$ cat config.mk
export PLATFORM = sky130hd
export DESIGN_NAME = jp2_box_deframer_core_flat
export DESIGN_NICKNAME = d
export VERILOG_FILES = /design/src/rtl/jbd_pkg.sv /design/src/rtl/jbd_if.sv /design/src/rtl/jp2_box_deframer_core.sv /design/src/rtl/jbd_parser.sv /design/src/rtl/jbd_out_stage.sv /design/src/flat_wrapper.sv
export SDC_FILE = /design/constraint.sdc
export NUM_CORES = 1
export LEC_CHECK = 0
export BUFFER_PORTS_ARGS = -buffer_cell sky130_fd_sc_hd__buf_2
export CORE_ASPECT_RATIO = 0.9
export CORE_MARGIN = 3
export CORE_UTILIZATION = 56
export DETAILED_ROUTE_END_ITERATION = 10
export GPL_TIMING_DRIVEN = 1
export PLACE_DENSITY = 0.78
export SYNTH_ARGS = -nofsm -noshare
export SYNTH_HDL_FRONTEND = slang
export SYNTH_HIERARCHICAL = 1
export SYNTH_SLANG_ARGS = --single-unit
$ cat constraint.sdc
create_clock -name clock -period 5.66 [get_ports clock]
set_input_delay 1.132 -clock clock [delete_from_list [all_inputs] [get_ports clock]]
set_output_delay 1.132 -clock clock [all_outputs]
set_load 0.05 [all_outputs]
$ cat src/rtl/jbd_pkg.sv
// jbd_pkg: types and constants shared by the jp2 box deframer
// parse phases, result roles, the result struct and header field sizes
// no dependencies

package jbd_pkg;

   typedef enum logic [1:0] {
      PH_LEN  = 2'd0,
      PH_TYPE = 2'd1,
      PH_XLEN = 2'd2,
      PH_BODY = 2'd3
   } phase_type;

   typedef enum logic [2:0] {
      ROLE_HDR   = 3'd0,
      ROLE_BODY  = 3'd1,
      ROLE_LAST  = 3'd2,
      ROLE_EMPTY = 3'd3,
      ROLE_ERR   = 3'd4,
      ROLE_STOP  = 3'd5
   } role_type;

   typedef struct packed {
      role_type    role;
      logic [7:0]  payload_byte;
      logic [31:0] box_type;
      logic [63:0] box_length;
   } result_type;

   // count value on the last byte of each header field
   localparam logic [3:0]  LEN_LAST_COUNT  = 4'd3;
   localparam logic [3:0]  TYPE_LAST_COUNT = 4'd3;
   localparam logic [3:0]  XLEN_LAST_COUNT = 4'd7;

   localparam logic [63:0] BASIC_HDR_SIZE  = 64'd8;
   localparam logic [63:0] EXT_HDR_SIZE    = 64'd16;
   localparam logic [63:0] EXT_LEN_MARK    = 64'd1;

endpackage

$ cat src/rtl/jbd_if.sv
// jbd_req_if and jbd_rsp_if: valid/ready channels of the jp2 box deframer
// request carries one stream byte, response carries one tagged result
// no dependencies

interface jbd_req_if;
   logic       valid;
   logic       ready;
   logic [7:0] data_byte;

   modport source (output valid, output data_byte, input ready);
   modport sink   (input valid, input data_byte, output ready);
endinterface

interface jbd_rsp_if;
   logic        valid;
   logic        ready;
   logic [2:0]  role;
   logic [7:0]  payload_byte;
   logic [31:0] box_type;
   logic [63:0] box_length;

   modport source (output valid, output role, output payload_byte, output box_type,
                   output box_length, input ready);
   modport sink   (input valid, input role, input payload_byte, input box_type,
                   input box_length, output ready);
endinterface

$ cat src/rtl/jp2_box_deframer_core.sv
// jp2_box_deframer_core: splits a byte stream into jp2 boxes, one result per byte
// response valid is registered, raised in the cycle after the request transaction
// throughput 1 byte per cycle while rsp ready, one parser state update per byte
// synchronous active-high reset clears parser state and the response valid flag
// depends on jbd_pkg, jbd_if, jbd_parser and jbd_out_stage

module jp2_box_deframer_core (
   input  logic      clock,
   input  logic      reset,
   jbd_req_if.sink   req_chan,
   jbd_rsp_if.source rsp_chan
);

   jbd_pkg::result_type result;
   logic                space;
   logic                accept;

   assign req_chan.ready = space;
   assign accept         = req_chan.valid && space;

   jbd_parser u_parser (
      .clock     (clock),
      .reset     (reset),
      .step_en   (accept),
      .data_byte (req_chan.data_byte),
      .result    (result)
   );

   jbd_out_stage u_out_stage (
      .clock    (clock),
      .reset    (reset),
      .load     (accept),
      .result   (result),
      .space    (space),
      .rsp_chan (rsp_chan)
   );

endmodule

$ cat src/rtl/jbd_parser.sv
// jbd_parser: box header state machine, one stream byte per accepted transaction
// holds phase, field counter, length, type and remaining content count
// depends on jbd_pkg

module jbd_parser (
   input  logic               clock,
   input  logic               reset,
   input  logic               step_en,
   input  logic [7:0]         data_byte,
   output jbd_pkg::result_type result
);

   jbd_pkg::phase_type phase_ff, phase_in;
   logic [3:0]  count_ff, count_in;
   logic [63:0] length_ff, length_in;
   logic [31:0] type_ff, type_in;
   logic [63:0] remaining_ff, remaining_in;
   logic        stopped_ff, stopped_in;

   logic [63:0] len_short_new;
   logic [63:0] len_ext_new;
   logic [31:0] type_new;
   logic [63:0] rem_basic;
   logic [63:0] rem_ext;
   logic [63:0] rem_body;
   logic [3:0]  count_inc;
   logic        short_is_err;

   assign len_short_new = (count_ff == 4'd0) ? {56'd0, data_byte}
                                             : {32'd0, length_ff[23:0], data_byte};
   assign len_ext_new   = {length_ff[55:0], data_byte};
   assign type_new      = {type_ff[23:0], data_byte};
   assign rem_basic     = length_ff - jbd_pkg::BASIC_HDR_SIZE;
   assign rem_ext       = len_ext_new - jbd_pkg::EXT_HDR_SIZE;
   assign rem_body      = remaining_ff - 64'd1;
   assign count_inc     = count_ff + 4'd1;
   assign short_is_err  = (len_short_new != jbd_pkg::EXT_LEN_MARK) &&
                          (len_short_new < jbd_pkg::BASIC_HDR_SIZE);

   // next state
   always_comb begin
      phase_in     = phase_ff;
      count_in     = count_ff;
      length_in    = length_ff;
      type_in      = type_ff;
      remaining_in = remaining_ff;
      stopped_in   = stopped_ff;
      if (!stopped_ff) begin
         unique case (phase_ff)
            jbd_pkg::PH_LEN: begin
               length_in = len_short_new;
               count_in  = count_inc;
               if (count_ff == jbd_pkg::LEN_LAST_COUNT) begin
                  if (len_short_new == 64'd0 || short_is_err) begin
                     stopped_in = 1'b1;
                  end else begin
                     phase_in = jbd_pkg::PH_TYPE;
                     count_in = 4'd0;
                  end
               end
            end
            jbd_pkg::PH_TYPE: begin
               type_in  = type_new;
               count_in = count_inc;
               if (count_ff == jbd_pkg::TYPE_LAST_COUNT) begin
                  count_in = 4'd0;
                  if (length_ff == jbd_pkg::EXT_LEN_MARK) begin
                     phase_in  = jbd_pkg::PH_XLEN;
                     length_in = 64'd0;
                  end else begin
                     remaining_in = rem_basic;
                     phase_in     = (rem_basic == 64'd0) ? jbd_pkg::PH_LEN : jbd_pkg::PH_BODY;
                  end
               end
            end
            jbd_pkg::PH_XLEN: begin
               length_in = len_ext_new;
               count_in  = count_inc;
               if (count_ff == jbd_pkg::XLEN_LAST_COUNT) begin
                  if (len_ext_new < jbd_pkg::EXT_HDR_SIZE) begin
                     stopped_in = 1'b1;
                  end else begin
                     count_in     = 4'd0;
                     remaining_in = rem_ext;
                     phase_in     = (rem_ext == 64'd0) ? jbd_pkg::PH_LEN : jbd_pkg::PH_BODY;
                  end
               end
            end
            jbd_pkg::PH_BODY: begin
               remaining_in = rem_body;
               if (rem_body == 64'd0) begin
                  phase_in = jbd_pkg::PH_LEN;
                  count_in = 4'd0;
               end
            end
            default: begin
               phase_in = jbd_pkg::PH_LEN;
            end
         endcase
      end
   end

   // result for the byte being taken
   always_comb begin
      result.role         = jbd_pkg::ROLE_HDR;
      result.payload_byte = data_byte;
      result.box_type     = 32'd0;
      result.box_length   = 64'd0;
      if (stopped_ff) begin
         result.role = jbd_pkg::ROLE_STOP;
      end else begin
         unique case (phase_ff)
            jbd_pkg::PH_LEN: begin
               if (count_ff == jbd_pkg::LEN_LAST_COUNT) begin
                  if (len_short_new == 64'd0) begin
                     result.role = jbd_pkg::ROLE_STOP;
                  end else if (short_is_err) begin
                     result.role       = jbd_pkg::ROLE_ERR;
                     result.box_length = len_short_new;
                  end
               end
            end
            jbd_pkg::PH_TYPE: begin
               if (count_ff == jbd_pkg::TYPE_LAST_COUNT &&
                   length_ff != jbd_pkg::EXT_LEN_MARK && rem_basic == 64'd0) begin
                  result.role       = jbd_pkg::ROLE_EMPTY;
                  result.box_type   = type_new;
                  result.box_length = length_ff;
               end
            end
            jbd_pkg::PH_XLEN: begin
               if (count_ff == jbd_pkg::XLEN_LAST_COUNT) begin
                  if (len_ext_new < jbd_pkg::EXT_HDR_SIZE) begin
                     result.role       = jbd_pkg::ROLE_ERR;
                     result.box_type   = type_ff;
                     result.box_length = len_ext_new;
                  end else if (rem_ext == 64'd0) begin
                     result.role       = jbd_pkg::ROLE_EMPTY;
                     result.box_type   = type_ff;
                     result.box_length = len_ext_new;
                  end
               end
            end
            jbd_pkg::PH_BODY: begin
               result.role       = (rem_body == 64'd0) ? jbd_pkg::ROLE_LAST
                                                       : jbd_pkg::ROLE_BODY;
               result.box_type   = type_ff;
               result.box_length = length_ff;
            end
            default: begin
               result.role = jbd_pkg::ROLE_HDR;
            end
         endcase
      end
   end

   always_ff @(posedge clock) begin
      if (reset) begin
         phase_ff     <= jbd_pkg::PH_LEN;
         count_ff     <= 4'd0;
         length_ff    <= 64'd0;
         type_ff      <= 32'd0;
         remaining_ff <= 64'd0;
         stopped_ff   <= 1'b0;
      end else if (step_en) begin
         phase_ff     <= phase_in;
         count_ff     <= count_in;
         length_ff    <= length_in;
         type_ff      <= type_in;
         remaining_ff <= remaining_in;
         stopped_ff   <= stopped_in;
      end
   end

endmodule

$ cat src/rtl/jbd_out_stage.sv
// jbd_out_stage: result register in front of the response channel
// loads a result on every accepted request, holds it while the sink stalls
// depends on jbd_pkg and jbd_rsp_if

module jbd_out_stage (
   input  logic                clock,
   input  logic                reset,
   input  logic                load,
   input  jbd_pkg::result_type result,
   output logic                space,
   jbd_rsp_if.source           rsp_chan
);

   logic                valid_ff, valid_in;
   jbd_pkg::result_type result_ff;

   assign space    = !valid_ff || rsp_chan.ready;
   assign valid_in = load || (valid_ff && !rsp_chan.ready);

   always_ff @(posedge clock) begin
      if (reset) begin
         valid_ff <= 1'b0;
      end else begin
         valid_ff <= valid_in;
      end
   end

   always_ff @(posedge clock) begin
      if (load) begin
         result_ff <= result;
      end
   end

   assign rsp_chan.valid        = valid_ff;
   assign rsp_chan.role         = result_ff.role;
   assign rsp_chan.payload_byte = result_ff.payload_byte;
   assign rsp_chan.box_type     = result_ff.box_type;
   assign rsp_chan.box_length   = result_ff.box_length;

endmodule

$ cat src/flat_wrapper.sv
// flat-port wrapper written by rule: the top's interface ports become plain ports
module jp2_box_deframer_core_flat 
  (clock, reset, req_chan_valid, req_chan_data_byte, req_chan_ready, rsp_chan_valid, rsp_chan_role, rsp_chan_payload_byte, rsp_chan_box_type, rsp_chan_box_length, rsp_chan_ready);
  jbd_req_if req_chan_i ();
  jbd_rsp_if rsp_chan_i ();
  input  logic clock;
  input  logic reset;
  input wire logic [$bits(req_chan_i.valid)-1:0] req_chan_valid;
  input wire logic [$bits(req_chan_i.data_byte)-1:0] req_chan_data_byte;
  output wire logic [$bits(req_chan_i.ready)-1:0] req_chan_ready;
  output wire logic [$bits(rsp_chan_i.valid)-1:0] rsp_chan_valid;
  output wire logic [$bits(rsp_chan_i.role)-1:0] rsp_chan_role;
  output wire logic [$bits(rsp_chan_i.payload_byte)-1:0] rsp_chan_payload_byte;
  output wire logic [$bits(rsp_chan_i.box_type)-1:0] rsp_chan_box_type;
  output wire logic [$bits(rsp_chan_i.box_length)-1:0] rsp_chan_box_length;
  input wire logic [$bits(rsp_chan_i.ready)-1:0] rsp_chan_ready;
  assign req_chan_i.valid = req_chan_valid;
  assign req_chan_i.data_byte = req_chan_data_byte;
  assign req_chan_ready = req_chan_i.ready;
  assign rsp_chan_valid = rsp_chan_i.valid;
  assign rsp_chan_role = rsp_chan_i.role;
  assign rsp_chan_payload_byte = rsp_chan_i.payload_byte;
  assign rsp_chan_box_type = rsp_chan_i.box_type;
  assign rsp_chan_box_length = rsp_chan_i.box_length;
  assign rsp_chan_i.ready = rsp_chan_ready;
  jp2_box_deframer_core u_core (.clock(clock), .reset(reset), .req_chan(req_chan_i), .rsp_chan(rsp_chan_i));
endmodule
==> run_results.csv <==
group,metric,value,unit
global_routing,grt_max_degree,87,
synthesis,yosysWarnings,6,
detailed_routing,drt_iter0_markers,2547,
cts,cts_sinks,275,
layout,final_common_cell,"nand2_1",
place,dpl.hpwl,49.01,mm
synthesis,synth_enable_flop_cells,107,
pwr,p_leak,0.007314,uW
timing,period_share,86.07,%
pwr,pwr_density_cell,280.4,nW/um^2
cts,clock_path_buffers,3,
synthesis,syn_area_per_cell,7.938,sq um
run_status,status,"finished, final reports clean",
detailed_routing,via_per_inst,7.012,
layout,fin_area,19130,sq um
synthesis,syn_inst,2201,
global_routing,grt-ovfl-total,0,
worst_setup_path,crit_path_start_kind,"flip-flop",
cts,cts_tree,"done",
timing,rsz0062_at_grt,"no",
synthesis,syn_nets,2226,
detailed_routing,drc_errors,0,
die,io-pin-count,121,
layout,register_area,6576,sq um
timing,finalCriticalPeriod,4.871,ns
worst_setup_path,crit_required,5.91,ns
cts,ctsResizeCount,0,
die,core_area,30330,sq um
cts,path_clk_slew,0.07,ns
cts,root_buffer,"clkbuf_16",
worst_setup_path,crit_arrival,5.12,ns
synthesis,async_flop_share,0,%
layout,final_cell_mix,"nand2_1 (265), nor2_1 (169), dfxtp_1 (168)",
synthesis,ys_seq_area_share,37.64,%
cts,cts_setup_buffers,0,
layout,drive_gt1_share,12.52,%
timing,slew_violations,0,
timing,clock_skew,0.01591,ns
place,dpl_cell_area,18240,sq um
cts,cts_made_buffers,27,
worst_setup_path,worstPathMaxFanout,12,
timing,report.final.setup_viol,0,
detailed_routing,wl_per_cell,25.94,um
layout,multi_input_area,9876,sq um
global_routing,track_usage,39.51,%
pwr,max-vdd-ir-drop,0.2328,mV
cts,cts_hold_buf,0,
timing,tns,0,ns
die,die_x,192.2,um
die,fp-row-count,60,
synthesis,netlist_area,17470,sq um
timing,worst_pin_slew,1.261,ns
synthesis,ys_seq_elements,275,
timing,max_freq,0.2053,GHz
cts,h-tree-depth,1,
layout,area_growth,9.481,%
die,die_area,33360,sq um
worst_setup_path,crit_type,"reg -> reg",
synthesis,synth_flop_cell,"dfxtp_1",
global_routing,grt_pass1_vias,16840,
timing,hold_viol_final,0,
detailed_routing,first_pass_iters,7,
die,start_util,57.61,%
global_routing,antenna_found_initial,0,
hold_path,hp-class,"reg -> reg",
worst_setup_path,end_kind,"flip-flop",
die,die_h,173.6,um
timing,worst_slew_margin_rel,14.25,%
job,max_cap_violations,0,
synthesis,ys_types,79,
cts,insertion_delay,0.57,ns
place,gp_congestion,1.075,
layout,fillers,2646,
layout,nets,2232,
detailed_routing,drt.antenna.violating_nets,0,
detailed_routing,routed_wl,68.29,mm
place,port_buffers,120,
detailed_routing,routed-via-count,18460,
global_routing,grt_pass1_wl,103.0,mm
[worst max-delay path, stage by stage, from the launching register on]
cell	delay (ns)
dfxtp_1	0.46
inv_1	0.22
ha_1	0.38
or3b_2	0.51
or4_1	0.58
xnor2_1	0.48
inv_1	0.09
a31oi_1	0.37
nor4_1	0.13
nand4_1	0.22
nor3_1	0.09
nor3_1	0.70
o221ai_1	0.32
[cell usage after synthesis, types with 25 or more instances]
cell type / number / share of area [%]
xor2_1: 45 / 2.3
nor4_1: 90 / 3.2
a21oi_1: 163 / 4.7
nor3_1: 98 / 2.8
a22oi_1: 26 / 1.1
inv_1: 65 / 1.4
o21ai_0: 74 / 2.1
or3_1: 25 / 0.90
clkbuf_1: 157 / 3.4
xnor2_1: 92 / 4.6
o2bb2ai_1: 32 / 1.6
edfxtp_1: 107 / 18
nand4_1: 72 / 2.6
dfxtp_1: 168 / 19
or4_1: 32 / 1.4
nor2_1: 171 / 3.7
nand2_1: 267 / 5.7
and3_1: 64 / 2.3
nand3_1: 117 / 3.4
[per-layer routing]
layer	GRT usage [%]	wire, um
met2	61.21	30190
met1	53.84	26460
met4	17.45	3935
met5	0	0
met3	7.279	7703
[power breakdown]
part | internal [uW] | switching (uW) | total (uW)
Sequential | 2100 | 42.3 | 2150
Clock | 989 | 810 | 1800
Combinational | 417 | 1000 | 1420
[cell families (layout without fill, tap and decap cells)]
| family | count (synthesis) | after routing | share of synthesized area, % |
|---|---|---|---|
| AO/OA/AOI/OAI | 453 | 453 | 16.66 |
| XOR/XNOR | 137 | 137 | 6.868 |
| adder cells (fa/ha/maj) | 13 | 13 | 0.9310 |
| buffers and inverters | 265 | 292 | 6.030 |
| flip-flops | 275 | 275 | 37.64 |
| multiplexers | 3 | 3 | 0.1719 |
| other | 0 | 1 | 0 |
| AND/OR/NAND/NOR | 1055 | 1055 | 31.70 |
[state kept, by name (all words and copies together) (netlist names), 2 cells and up]
signal                                    cells
u_core/u_out_stage/rsp_chan.payload_byte      8
u_core/u_parser/type_ff                      32
u_core/u_out_stage/rsp_chan.box_length       64
u_core/u_parser/phase_ff                      2
u_core/u_parser/remaining_ff                 64
u_core/u_parser/count_ff                      4
u_core/u_parser/length_ff                    64
u_core/u_out_stage/rsp_chan.role              3
u_core/u_out_stage/rsp_chan.box_type         32
[stage by stage]
stage	hold WS, ns	setup slack [ns]	power (uW)	instances	util, %
floorplan	0.4363	1.028	3111	2201	-
global placement	0.4432	0.7571	3543	2581	60.15
detailed placement	0.4471	0.5865	3546	2581	60.15
CTS	0.4560	1.004	5324	2631	63.06
global route	0.4736	0.5388	5524	2631	63.06
finish	0.4543	0.7885	5364	2632	63.07
[area by class of cell]
type	count	area share (%)
multi-input cells	1661	51.63
flip-flops and latches	275	34.38
repair buffers	177	5.455
clock buffers	35	3.898
well taps	403	2.636
inverters	65	1.276
clock inverters	15	0.7130
diodes	1	0.01308
[worst paths after layout]
kind / depth (start not counted) / from / end / slack [ns]
hold reg to reg: 2 / u_core/u_parser/type_ff[29] / u_core/u_parser/type_ff[29] / 0.45
hold / removal: 2 / u_core/u_parser/type_ff[29] / u_core/u_parser/type_ff[29] / 0.45
setup / recovery: 12 / u_core/u_parser/length_ff[3] / u_core/u_out_stage/rsp_chan.box_length[2] / 0.79
setup reg to reg: 12 / u_core/u_parser/length_ff[3] / u_core/u_out_stage/rsp_chan.box_length[2] / 0.79
No activity file was read; power rests on OpenSTA's default activity.
